[src/rtl/cfcp_pkg.sv]
package cfcp_pkg;

  localparam int BUFFER_BYTES_DEFAULT = 256;
  localparam int NUM_CODES = 8;
  localparam int CODE_IDX_W = $clog2(NUM_CODES);

  // sections
  localparam logic [3:0] SEC_SENDER   = 4'd0;
  localparam logic [3:0] SEC_RECEIVER = 4'd1;
  localparam logic [3:0] SEC_COMMAND  = 4'd2;
  localparam logic [3:0] SEC_COLON    = 4'd3;
  localparam logic [3:0] SEC_PARAM1   = 4'd4;
  localparam logic [3:0] SEC_PARAM6   = 4'd9;
  localparam logic [3:0] SEC_ERROR    = 4'd10;

  // per-character status
  localparam logic [2:0] ST_IGNORED   = 3'd0;
  localparam logic [2:0] ST_STORED    = 3'd1;
  localparam logic [2:0] ST_SEPARATOR = 3'd2;
  localparam logic [2:0] ST_COMMAND   = 3'd3;
  localparam logic [2:0] ST_ERROR     = 3'd4;
  localparam logic [2:0] ST_COMPLETE  = 3'd5;
  localparam logic [2:0] ST_REJECTED  = 3'd6;
  localparam logic [2:0] ST_OVERFLOW  = 3'd7;

  localparam logic [7:0] CH_NUL   = 8'h00;
  localparam logic [7:0] CH_CR    = 8'h0D;
  localparam logic [7:0] CH_LF    = 8'h0A;
  localparam logic [7:0] CH_COLON = 8'h3A;
  localparam logic [7:0] CH_COMMA = 8'h2C;
  localparam logic [7:0] CH_QUOTE = 8'h22;
  localparam logic [7:0] FOLD_MASK = 8'hDF;

  typedef logic [NUM_CODES-1:0][7:0] code_array_t;

  // R W S A C I L V, index 0 in the low byte
  localparam code_array_t CODE_RESET = {8'h56, 8'h4C, 8'h49, 8'h43,
                                        8'h41, 8'h53, 8'h57, 8'h52};

  typedef struct packed {
    logic [2:0]            status;
    logic [7:0]            stored_byte;
    logic [CODE_IDX_W-1:0] command_index;
    logic [3:0]            section_next;
    logic                  quote_next;
    logic                  fill_inc;
    logic                  restart;
  } step_t;

  function automatic logic is_ident(input logic [7:0] c);
    return (c >= "A" && c <= "Z") || (c >= "0" && c <= "9") || c == "_";
  endfunction

  function automatic logic is_param_char(input logic [7:0] c);
    logic hit;
    hit = (c >= "a" && c <= "z") || is_ident(c);
    case (c)
      "+", "-", "*", "/", ".", "<", ">", "=", "%", "$", " ", ",", "(", ")": hit = 1'b1;
      default: ;
    endcase
    return hit;
  endfunction

  function automatic logic [7:0] fold(input logic [7:0] c);
    return (c >= "a" && c <= "z") ? (c & FOLD_MASK) : c;
  endfunction

endpackage

[src/rtl/cfcp_step.sv]
module cfcp_step (
  input  logic [7:0]           ch,
  input  logic [3:0]           section,
  input  logic                 in_quote,
  input  logic                 full,
  input  cfcp_pkg::code_array_t codes,
  output cfcp_pkg::step_t      step
);
  import cfcp_pkg::*;

  logic                  cmd_hit;
  logic [CODE_IDX_W-1:0] cmd_idx;
  logic [7:0]            folded;
  logic [7:0]            pchar;
  logic                  line_end;

  // lowest matching index wins
  always_comb begin
    cmd_hit = 1'b0;
    cmd_idx = '0;
    for (int i = NUM_CODES - 1; i >= 0; i--) begin
      if (codes[i] == ch) begin
        cmd_hit = 1'b1;
        cmd_idx = CODE_IDX_W'(i);
      end
    end
  end

  assign folded   = fold(ch);
  assign pchar    = in_quote ? ch : folded;
  assign line_end = (ch == CH_CR) || (ch == CH_LF) || (ch == CH_NUL);

  always_comb begin
    step = '0;
    step.status       = ST_IGNORED;
    step.section_next = section;
    step.quote_next   = in_quote;

    if (full) begin
      step.status  = ST_OVERFLOW;
      step.restart = 1'b1;
    end else if (line_end) begin
      step.restart = 1'b1;
      if (section inside {[SEC_PARAM1:SEC_PARAM6]}) begin
        step.status = ST_COMPLETE;
      end else begin
        step.status = ST_REJECTED;
      end
    end else if (section > SEC_PARAM6) begin
      step.status = ST_IGNORED;
    end else if (ch == CH_COLON) begin
      if (section == SEC_COLON) begin
        step.section_next = SEC_PARAM1;
        step.status       = ST_SEPARATOR;
      end else begin
        step.section_next = SEC_ERROR;
        step.status       = ST_ERROR;
      end
    end else if (ch == CH_COMMA && !in_quote) begin
      if (section inside {SEC_COMMAND, SEC_COLON, SEC_PARAM6}) begin
        step.section_next = SEC_ERROR;
        step.status       = ST_ERROR;
      end else begin
        step.section_next = (section == SEC_RECEIVER) ? SEC_COMMAND : section + 4'd1;
        step.status       = ST_SEPARATOR;
        step.fill_inc     = 1'b1;
      end
    end else begin
      case (section)
        SEC_SENDER, SEC_RECEIVER: begin
          if (is_ident((section == SEC_RECEIVER) ? folded : ch)) begin
            step.status      = ST_STORED;
            step.stored_byte = (section == SEC_RECEIVER) ? folded : ch;
            step.fill_inc    = 1'b1;
          end else begin
            step.section_next = SEC_ERROR;
            step.status       = ST_ERROR;
          end
        end
        SEC_COMMAND: begin
          if (cmd_hit) begin
            step.section_next  = SEC_COLON;
            step.status        = ST_COMMAND;
            step.command_index = cmd_idx;
          end else begin
            step.section_next = SEC_ERROR;
            step.status       = ST_ERROR;
          end
        end
        SEC_COLON: begin
          step.status = ST_IGNORED;
        end
        default: begin
          if (ch == CH_QUOTE) begin
            step.quote_next  = !in_quote;
            step.status      = ST_STORED;
            step.stored_byte = ch;
            step.fill_inc    = 1'b1;
          end else if (is_param_char(pchar)) begin
            step.status      = ST_STORED;
            step.stored_byte = pchar;
            step.fill_inc    = 1'b1;
          end else begin
            step.section_next = SEC_ERROR;
            step.status       = ST_ERROR;
          end
        end
      endcase
    end

    if (step.restart) begin
      step.section_next = SEC_SENDER;
      step.quote_next   = 1'b0;
    end
  end

endmodule

[src/rtl/command_frame_char_parser.sv]
// Command frame character parser. Takes one received character per transfer on
// the input channel and returns exactly one result per character, telling what
// the parser did with it (stored, separator, command, ignored, error, complete,
// rejected, overflow) along with the section it was in, the byte and buffer
// position written and the quote flag afterwards. A new character can be taken
// every cycle unless out_stall holds the result. A character is held in the
// input register while the step logic works on it, and its result is loaded
// into the result register at the same edge that updates the section, fill
// count and quote state. The user must write the eight command codes through
// the cfg port only while the parser is idle; the block does not enforce this.
// cfg_ready is always high. The frame state returns to the sender section on
// its own after a frame completes, is rejected or overflows BUFFER_BYTES.
module command_frame_char_parser #(
  parameter int BUFFER_BYTES = cfcp_pkg::BUFFER_BYTES_DEFAULT
) (
  input  logic                            clk,
  input  logic                            rst,
  input  logic                            in_valid,
  output logic                            in_stall,
  input  logic [7:0]                      rx_char,
  input  logic                            cfg_valid,
  output logic                            cfg_ready,
  input  logic [cfcp_pkg::CODE_IDX_W-1:0] cfg_index,
  input  logic [7:0]                      cfg_data,
  output logic                            out_valid,
  input  logic                            out_stall,
  output logic [2:0]                      status,
  output logic [3:0]                      section,
  output logic [7:0]                      stored_byte,
  output logic [7:0]                      position,
  output logic [cfcp_pkg::CODE_IDX_W-1:0] command_index,
  output logic                            quoted
);
  import cfcp_pkg::*;

  localparam int FILL_W = $clog2(BUFFER_BYTES + 1);

  code_array_t       codes;
  logic [3:0]        phase;
  logic [FILL_W-1:0] fill_count;
  logic              in_quote;

  logic              char_valid;
  logic [7:0]        char_reg;
  logic              out_free;
  logic              advance;
  logic              full;
  step_t             step;

  assign cfg_ready = 1'b1;
  assign out_free  = !out_valid || !out_stall;
  assign advance   = char_valid && out_free;
  assign in_stall  = char_valid && !out_free;
  assign full      = fill_count >= FILL_W'(BUFFER_BYTES);

  cfcp_step u_step (
    .ch       (char_reg),
    .section  (phase),
    .in_quote (in_quote),
    .full     (full),
    .codes    (codes),
    .step     (step)
  );

  always_ff @(posedge clk) begin
    if (rst) begin
      codes      <= CODE_RESET;
      phase      <= SEC_SENDER;
      fill_count <= '0;
      in_quote   <= 1'b0;
      char_valid <= 1'b0;
      out_valid  <= 1'b0;
    end else begin
      if (cfg_valid && cfg_ready) begin
        codes[cfg_index] <= cfg_data;
      end

      if (!in_stall) begin
        char_valid <= in_valid;
      end

      if (advance) begin
        out_valid <= 1'b1;
      end else if (!out_stall) begin
        out_valid <= 1'b0;
      end

      if (advance) begin
        phase    <= step.section_next;
        in_quote <= step.quote_next;
        if (step.restart) begin
          fill_count <= '0;
        end else if (step.fill_inc) begin
          fill_count <= fill_count + FILL_W'(1);
        end
      end
    end
  end

  // payload registers
  always_ff @(posedge clk) begin
    if (in_valid && !in_stall) begin
      char_reg <= rx_char;
    end
    if (advance) begin
      status        <= step.status;
      section       <= phase;
      stored_byte   <= step.stored_byte;
      position      <= 8'(fill_count);
      command_index <= step.command_index;
      quoted        <= step.quote_next;
    end
  end

endmodule

[config.mk]
export PLATFORM = sky130hd
export DESIGN_NAME = command_frame_char_parser
export DESIGN_NICKNAME = d
export VERILOG_FILES = /design/src/rtl/cfcp_pkg.sv /design/src/rtl/cfcp_step.sv /design/src/rtl/command_frame_char_parser.sv
export SDC_FILE = /design/constraint.sdc
export NUM_CORES = 1
export LEC_CHECK = 0
export ABC_CLOCK_PERIOD_IN_PS = 3300
export BUFFER_PORTS_ARGS = -buffer_cell sky130_fd_sc_hd__buf_2
export CELL_PAD_IN_SITES_DETAIL_PLACEMENT = 0
export CELL_PAD_IN_SITES_GLOBAL_PLACEMENT = 1
export CORE_ASPECT_RATIO = 1.5
export CORE_MARGIN = 3
export CORE_UTILIZATION = 42
export DETAILED_ROUTE_END_ITERATION = 8
export PLACE_DENSITY = 0.83
export REMOVE_ABC_BUFFERS = 1
export SETUP_SLACK_MARGIN = 0.3
export SLEW_MARGIN = 5
export SYNTH_ARGS = -nofsm -noshare
export SYNTH_HDL_FRONTEND = slang
export SYNTH_HIERARCHICAL = 1
export SYNTH_SLANG_ARGS = --single-unit
export TNS_END_PERCENT = 1
[constraint.sdc]
create_clock -name clk -period 3.3 [get_ports clk]
set_input_delay 0.66 -clock clk [delete_from_list [all_inputs] [get_ports clk]]
set_output_delay 0.66 -clock clk [all_outputs]
set_load 0.005 [all_outputs]
After elaboration in Yosys (flattened, before gate mapping) --
Index checks and enable logic that the tools add are counted.
Operators by class: add/sub/neg operators 2, magnitude comparators 18, multiplexer cells 74, bitwise gates (word level) 2, reduce and logical (&&, ||, !) cells 39, equality and inequality tests 41
Operators by type and width (number):
- 8-bit by 6-bit equality test with 1-bit output (second input constant) | 17
- 64-bit bitwise mux | 1
- 8-bit equality test | 8
- 3-bit two-way mux | 16
- 4-bit two-way mux | 9
- 6-bit two-way mux | 6
- 8-bit by 7-bit greater-or-equal comparator with 1-bit output (second input constant) | 4
- 8-bit by 7-bit <= comparator with 1-bit output (second input constant) | 4
- 1-bit two-way mux | 28
- 8-bit demux with 3-bit select | 1
- 8-bit two-way mux | 3
- 9-bit two-way mux | 2
- 8-bit by 4-bit equality test with 1-bit output (second input constant) | 2
- 8-bit by 7-bit equality test with 1-bit output (second input constant) | 2
- 8-bit by 6-bit greater-or-equal comparator with 1-bit output (second input constant) | 2
- 8-bit by 6-bit <= comparator with 1-bit output (second input constant) | 2
- 8-bit one-hot mux with 2 select lines | 1
- 14-bit OR reduction | 1
- 1-bit logical AND | 12
- 6-bit by 3-bit != test with 1-bit output (second input constant) | 2
- 4-bit one-hot mux with 3 select lines | 1
- 11-bit two-way mux | 1
- 11-bit OR reduction | 1
- 9-bit by 1-bit adder with 9-bit output (second input constant) | 1
- 32 further kinds | 49
Storage, ports and cells: word-level logic and storage cells 198, flip-flop bits (word level) 115, bits of input ports 24

Longest topological paths before layout --
Gate-level depths: netlist (run 1).
word-level depth 27, gate-level depth with buffers 13

Hierarchy --
The synthesis (run 1) kept the hierarchy.
Modules (own cells, without submodules):
- command_frame_char_parser | area an instance 4154.0 µm², sequential area each 2652.5 µm², cells each 385, instances 1
- cfcp_step | area an instance 1855.5 µm², sequential area each 0.0 µm², cells each 257, instances 1

Least setup slack after synthesis (run 1) --
OpenSTA, ideal clock, no wires.
path type register to register, start register phase[1], end register fill_count[8], period minus slack after synthesis 3.081 ns, stages on the path, launching flop included 14, setup time 0.070 ns, arrival time 3.011 ns, data required time 3.230 ns, path slack 0.219 ns, cells stage by stage dfxtp_1 inv_1 ha_1 or3b_2 nand2_1 a32oi_1 o41a_4 nor2_1 nand2_1 a211oi_1 o211a_1 nand3_1 or3_1 a21oi_1
RTL lines:
- start, declared | line command_frame_char_parser.sv:39 | logic [3:0] phase;
- start signal, assigned | line command_frame_char_parser.sv:89 | phase <= step.section_next;
- end signal, assigned | line command_frame_char_parser.sv:94 | fill_count <= fill_count + FILL_W'(1);
- end, declared | line command_frame_char_parser.sv:40 | logic [FILL_W-1:0] fill_count;

Worst setup path in the final report (run 1) --
start register char_reg[3], end register stored_byte[5] (data pin)
On the way: word-level cells in the longest chain between the ends 20
Ends and longest elaborated chain:
- start, declared | line command_frame_char_parser.sv:44 | logic [7:0] char_reg;
- start signal, assigned | line command_frame_char_parser.sv:103 | char_reg <= rx_char;
- 8-bit by 7-bit greater-or-equal comparator with 1-bit output or 8-bit by 7-bit <= comparator with 1-bit output (tied branches) | line cfcp_pkg.sv:65 | return (c >= "a" && c <= "z") ? (c & FOLD_MASK) : c;
- 1-bit logical AND | line cfcp_pkg.sv:65
- 6-bit two-way mux | line cfcp_pkg.sv:65
- 6-bit two-way mux | line cfcp_step.sv:30 | assign pchar = in_quote ? ch : folded;
- 8-bit by 7-bit greater-or-equal comparator with 1-bit output, or another cell as far along | line cfcp_pkg.sv:51 | return (c >= "A" && c <= "Z") || (c >= "0" && c <= "9") || c == "_";
- 1-bit logical AND | line cfcp_pkg.sv:51
- 1-bit logical OR (2 in a row) | line cfcp_pkg.sv:51
- 1-bit logical OR | line cfcp_pkg.sv:56 | hit = (c >= "a" && c <= "z") || is_ident(c);
- [3 not listed]
- 1-bit two-way mux | line cfcp_step.sv:59 | end else if (ch == CH_COMMA && !in_quote) begin
- 1-bit two-way mux | line cfcp_step.sv:51 | end else if (ch == CH_COLON) begin
- 1-bit two-way mux | line cfcp_step.sv:49 | end else if (section > SEC_PARAM6) begin
- 1-bit two-way mux | line cfcp_step.sv:42 | end else if (line_end) begin
- 1-bit two-way mux | line cfcp_step.sv:39 | if (full) begin
- 8-bit two-way mux | line cfcp_step.sv:99 | end else if (is_param_char(pchar)) begin
- 11-bit two-way mux | line cfcp_step.sv:94 | if (ch == CH_QUOTE) begin
- 8-bit one-hot mux with 2 select lines | line cfcp_step.sv:69 | case (section)
- end signal, assigned | line command_frame_char_parser.sv:108 | stored_byte <= step.stored_byte;
- end, declared | line command_frame_char_parser.sv:29 | output logic [7:0] stored_byte,
Several ways; a longest one is shown, not always the timed one. The select of a mux whose other input is x is not followed. A chain may end at the register's enable or synchronous reset.

==> results of run 1 <==
==> how the worst min path moves through the flow <==
| stage | to | cells after the start |
|---|---|---|
| 2_1_floorplan | codes[18] | 2 |
| 3_3_place_gp | out_valid | 2 |
| 3_5_place_dp | codes[34] | 2 |
| 4_1_cts | char_reg[5] | 1 |
| 5_1_grt | char_reg[5] | 1 |
| 6_report | char_reg[5] | 1 |
==> area by class of cell <==
type | count | area [µm²] | share of cell area, %
multi-input combinational | 471 | 3100 | 42.4
timing repair buffer | 97 | 619 | 8.47
inverter | 13 | 53.8 | 0.736
clock inverter | 8 | 80.1 | 1.10
clock buffer | 24 | 567 | 7.75
tap | 189 | 236 | 3.24
sequential | 115 | 2650 | 36.3
==> cells in the final DEF, fill, tap and decap left out, drive strengths merged, types with 3 or more instances in the layout <==
cell | synthesis | layout
nand2 | 105 | 105
buf | 29 | 96
dfxtp | 80 | 80
xor2 | 67 | 67
nor2 | 55 | 55
a21oi | 39 | 39
edfxtp | 35 | 35
clkbuf | 14 | 25
mux2i | 20 | 20
nor2b | 17 | 17
nor4 | 17 | 17
a211o | 14 | 14
nand3b | 14 | 14
inv | 12 | 14
o21ai | 13 | 13
nand2b | 9 | 9
nand3 | 9 | 9
nor3 | 9 | 9
and2 | 8 | 8
ha | 6 | 6
nand4 | 5 | 5
clkinv | 1 | 5
or2 | 5 | 5
xnor2 | 4 | 4
and3 | 3 | 3
a21o | 3 | 3
nand4b | 3 | 3
or3 | 3 | 3
a211oi | 3 | 3
a221oi | 3 | 3
==> worst max-delay path, delay by kind of cell, from the launching register on <==
family	cells	cell delay, ns
buf+inv	4	0.61
compound gates	2	0.63
simple gates	6	1.05
flops	1	0.44
==> power by group through the flow <==
stage               Clock (mW)  Sequential, mW  Combinational (mW)
floorplan                    0            1.59               0.217
finish                    1.96            1.54               0.445
global route              2.05            1.55               0.485
detailed placement           0            1.58               0.407
global placement             0            1.57               0.402
CTS                       1.99            1.55               0.411
==> what timing repair did <==
action,in CTS,in global routing
setup endpoints to repair,2,8
resized for setup,3,12
buffers inserted,1,17
pin swaps,2,8
==> logic make-up (layout without fill, tap and decap cells) <==
family	Yosys count	after routing	synth area share (%)
buf+inv	56	142	5.48
compound gates	101	101	11.8
simple gates	271	271	23.5
other cells	2	2	0.125
xor+xnor	71	71	10.3
mux	20	20	3.33
fa+ha+maj	6	6	1.25
flops	115	115	44.1
==> through the flow <==
stage / worst slack [ns] / utilization [%] / std cells / instance area [µm²]
6_report: 0.308 / 53.2 / 917 / 7310
5_1_grt: 0.207 / 53.2 / 917 / 7310
3_3_place_gp: 0.199 / 47.0 / 867 / 6450
4_1_cts: 0.324 / 51.8 / 900 / 7110
3_5_place_dp: 0.179 / 47.0 / 867 / 6450
2_1_floorplan: 0.152 / - / 599 / 5730
==> layer usage <==
metal | vias to the layer above | routed length, µm
li1 | 2367 | -
met1 | 2384 | 6090
met2 | 141 | 8510
met3 | 37 | 575
met4 | 0 | 495
met5 | - | 0
==> out/summary.txt, run 1 <==
CP Data Arrival Time - 3.14 ns
Critical Path End - stored_byte[5]
Fill cells - 1,274
Vias in the first global route - 4,873
Antenna violations before repair - 0
Status - finished clean
Via count - 4,929
Netlist cell types - 76
Largest registers - codes (64), fill_count (9)
CTS Hold Buffers Added - 0
GRT met1 Usage - 21.8%
Comb pwr share - 11.3%
Unrepaired setup endpoints after global routing - true
Sequential power share - 39.1%
Final Cycle Share - 90.7%
R2R Path Start - char_reg[3]
CP cell instances - buf_6 -> buf_4 -> buf_4 -> and4b_1 -> a21oi_2 -> nor2_2 -> nor2_4 -> inv_2 -> or3_4 -> nor2_4 -> nand2_1 -> a211oi_1
Reg-to-Reg End - stored_byte[5]
Layout cells sized above 1 - 22.8%
Total negative slack - 0 ns
Setup crit start - char_reg[3]
Top reg by flops - codes
Number of diodes - 0
Psw - 0.968 mW
NumNets Final - 745
Final RePlAce weighted congestion - 0.899
Routed WL - 15,700 µm
Fmax - 334 MHz
Power share of the clock group - 49.6%
Synth area leader - dfxtp_1
Max FO, Critical Path - 13
Ys Warns - 6
Number of flops mapped to enable cells by yosys - 35
Pleak - 2.92 nW
CTS root buf - clkbuf_16
Switching Share - 24.5%
Die W - 104 µm
CP max stage delay - 0.45 ns
Hold Fails Final Rpt - 0
Setup Viol. Count Final - 0
First-pass GRT wire length - 24,900 µm
Minimum clock period - 2.99 ns
Global Route met2 Usage - 35.8%
Ys async rst share - 0%
Pwr dens - 540 mW/mm²
Synth Instances - 642
Sequential area share after synthesis - 44.1%
Max reg flops - 64
Design Power - 3.94 mW
CTS Buffer Depth - 2
Most Crowded Layer GR - met2
Rel. slew slack - 36.4%
PortBufs - 52
Average size of a mapped cell - 9.36 µm²
Reg clk slew, reported paths - 0.06 ns
Clock Latency Late Sink - 0.41 ns
Max-cap viol count - 0
Post-DP HPWL - 11,100 µm
VDD IR max - 0.000445 V
Most frequent cell after synthesis - nand2_1
CP required - 3.45 ns
Flops & latches, synth - 115
Number of cell rows - 52
WHS - 0.423 ns
Top cells by area, synth - dfxtp_1 27%, edfxtp_1 17%, xor2_1 9.8%, nand2_1 6.5%, mux2i_1 3.3%
Internal power - 2.98 mW
# clock sinks - 115
CTS Buf Count - 17
Post-synth top flop - dfxtp_1
Least-Margin Pin Slew - 0.949 ns
R2R Setup Slk - 0.31 ns
Die height - 153 µm
Worst Reg-to-Reg Cells - 12
DRC violations left - 0
Hold_sp - rx_char[5]
Core area - 0.0137 mm²
Max H-tree Level - 4
Vias per inst - 5.38
Num ports - 54
Worst hold path class - primary input to flop
Initial Util - 43.8%
ANT nets after route - 0
Post-synth top cells - 104 x nand2_1, 80 x dfxtp_1, 67 x xor2_1, 51 x nor2_1, 38 x a21oi_1
Die area - 0.0158 mm²
Met3 usage - 3.22%
Critical path type - flop to flop
CP Launch Type - flop
Cell Area, Synth - 0.00601 mm²
Starting DRT DRC Count - 347
Largest net degree at the start of global routing - 57
Critical path's slowest cell - or3_4
Wire per inst - 17.1 µm
Layout area overhead - 21.6%
Grt total ovfl - 0
Fin. max-slew vios - 0
Worst Setup End Kind - flop
Clock Skews - 0.00524 ns
Global-route usage over all layers - 19.7%
TritonCTS clock tree - yes
1st-pass router iterations - 5
Top cell type's share of synthesized area - 26.7%
(Power assumes the default switching activity.)
==> inputs of run 2 (changes only) <==
Settings changed: ABC_AREA set to 1, CORE_UTILIZATION 42 to 40, PLACE_DENSITY 0.83 to 0.82.
==> run 2 against run 1 <==
Net effect:
- global-route usage down 0.26 points
- worst setup slack better by 0.28 ns
- synthesized area up 0.94%
- first-iteration DRC count down 44%
- clock power down 5%
==> out/summary.txt, run 2 <==
Most frequent CP cell - nand2_1
Global-route usage over all layers - 19.4%
Post-DP HPWL - 11,400 µm
Ys Warns - 6
1st-pass router iterations - 4
Worst Setup End Kind - flop
Vias in the first global route - 4,885
Commonest cells after routing, fill and taps aside - 143 x nand2_1, 141 x nor2_1, 80 x dfxtp_1, 60 x inv_1, 55 x o21ai_0
Power share of the clock group - 47.4%
Vias per inst - 4.87
Critical path type - flop to flop
VDD IR max - 0.000331 V
Via count - 5,177
Fill cells - 1,506
Fin. max-slew vios - 0
Max-cap viol count - 0
Antenna violations before repair - 0
Internal power - 2.94 mW
CP required - 3.59 ns
Grt total ovfl - 0
CP Launch Type - flop
CP max stage delay - 0.54 ns
Starting DRT DRC Count - 193
Post-Place Cell Area - 0.00649 mm²
Routed WL - 15,800 µm
Wire per inst - 14.9 µm
Unrepaired setup endpoints after global routing - false
NumNets Final - 885
Design Power - 3.94 mW
Total negative slack - 0 ns
Worst Reg-to-Reg Cells - 20
Largest registers - codes (64), fill_count (9)
Comb pwr share - 12.9%
Least-Margin Pin Slew - 0.628 ns
Cell Area, Synth - 0.00607 mm²
Netlist cell types - 43
Non-filler cells, final - 1,063
Largest net degree at the start of global routing - 65
DRC violations left - 0
Switching Share - 25.5%
CTS Buf Count - 17
CP cell instances - clkinv_4 -> nand2_2 -> nor2_4 -> nand2_1 -> nand3_2 -> nand3_1 -> nand2_2 -> nand2_1 -> nand2_1 -> nand2_1 -> nand2_1 -> a21oi_1 -> o21ai_2 -> nand3_1 -> a21oi_1 -> nor2_1 -> nor2_4 -> inv_1 -> nor3_1 -> nor3_1
CP Data Arrival Time - 3.00 ns
Core area - 0.0147 mm²
CTS Hold Buffers Added - 0
ANT nets after route - 0
Flops & latches, synth - 115
Area of the multi-input gates - 0.00295 mm²
Layout cells sized above 1 - 18.9%
Sequential Area - 0.00265 mm²
Synth area leader - dfxtp_1
Post-synth top flop - dfxtp_1
Pwr dens - 546 mW/mm²
Final RePlAce weighted congestion - 0.938
Placed insts - 1,016
Psw - 1.00 mW
Top cell type's share of synthesized area - 26.4%
Clock Latency Late Sink - 0.41 ns
Final Util - 49.0%
Top cells by area, synth - dfxtp_1 26%, edfxtp_1 17%, nand2_1 8.8%, nor2_1 8.8%, xor2_1 5.9%
Die area - 0.0167 mm²
Num ports - 54
Post-route cell area - 0.00722 mm²
Global Route met2 Usage - 36.1%
Ys async rst share - 0%
Status - finished clean
PortBufs - 52
Max FO, Critical Path - 8
Number of flops mapped to enable cells by yosys - 35
WHS - 0.426 ns
Reg clk slew, reported paths - 0.06 ns
Most Crowded Layer GR - met2
Setup Viol. Count Final - 0
Initial Util - 41.2%
Top reg by flops - codes
Worst hold path class - primary input to flop
Fmax - 369 MHz
Most frequent cell after synthesis - nand2_1
Die W - 107 µm
Hold Fails Final Rpt - 0
Clock Skews - 0.0123 ns
Rel. slew slack - 58.1%
Critical path's slowest cell - edfxtp_1
Number of diodes - 0
Post-synth top cells - 143 x nand2_1, 142 x nor2_1, 80 x dfxtp_1, 60 x inv_1, 55 x o21ai_0
Synth Instances - 780
Pre-CTS WS - 0.334 ns
First-pass GRT wire length - 25,100 µm
Minimum clock period - 2.71 ns
Average size of a mapped cell - 7.78 µm²
CTS root buf - clkbuf_16
Number of cell rows - 54
Layout area overhead - 19.0%
CTS Buffer Depth - 2
Pleak - 3.29 nW
Final Cycle Share - 82.1%
WHS Path Cells - 1
# clock sinks - 115
Die height - 157 µm
Setup WS post-layout - 0.590 ns
GRT met1 Usage - 20.8%
Sequential power share - 39.8%
Sequential area share after synthesis - 43.7%
Max H-tree Level - 4
Max reg flops - 64
Most common cell after layout, fill and taps aside - nand2_1
Met3 usage - 3.34%
TritonCTS clock tree - yes
## run 2: cell types whose count changed in the layout (fill, tap and decap cells not counted), sizes merged, moves of 17 or more
cell   delta
inv      +56
buf      -17
nand3    +41
nand2    +55
xor2     -26
nor2b    -17
mux2i    -20
o21ai    +49
nor2     +96
## run 2: final timing paths
| kind | endpoint | slack [ns] | startpoint |
|---|---|---|---|
| max | fill_count[4] | 0.59 | char_reg[2] |
| min | char_reg[3] | 0.43 | rx_char[3] |
| max reg2reg | fill_count[4] | 0.59 | char_reg[2] |
| min reg2reg | position[4] | 0.48 | fill_count[4] |
## run 2: layer usage
metal,vias up,share of wire (%)
li1,2684,-
met1,2344,39
met2,110,53
met3,39,3.4
met4,0,4.1
met5,-,0
## run 2: power groups by stage
stage / combinational, mW / sequential, mW / clock (mW)
2_1_floorplan: 0.306 / 1.61 / 0
6_report: 0.507 / 1.57 / 1.87
3_5_place_dp: 0.479 / 1.60 / 0
4_1_cts: 0.486 / 1.57 / 1.90
5_1_grt: 0.569 / 1.58 / 1.96
3_3_place_gp: 0.482 / 1.60 / 0
## run 2: cell type report
cell class,instances,area share (%)
Inverter,75,4.16
Clock inverter,8,1.33
Clock buffer,23,7.05
Sequential cell,115,36.7
Timing Repair Buffer,79,6.41
Multi-Input combinational cell,567,40.9
Tap cell,196,3.40
## run 2: repair_timing
item / 4_1_cts / 5_1_grt
gates resized for setup: 0 / 4
setup buffers: 2 / 13
setup endpoints to repair: 1 / 9
pin swaps: 0 / 1
gates cloned: 0 / 1
## run 2: critical path: cells and delay by family, from the launching register on
| kind | cells | cell delay [ns] |
|---|---|---|
| simple gates | 15 | 1.43 |
| flops | 1 | 0.54 |
| compound gates | 3 | 0.43 |
| buf+inv | 2 | 0.22 |
## run 2: cells by family after synthesis
family / count (synthesis) / share of synthesized area, %
AOI/OAI and AO/OA: 97 / 8.60
buffers and inverters: 99 / 7.76
DFF: 115 / 43.7
xor gates and xnor gates: 51 / 7.36
and+or+nand+nor: 410 / 31.2
adders and majority gates: 6 / 1.24
other: 2 / 0.124
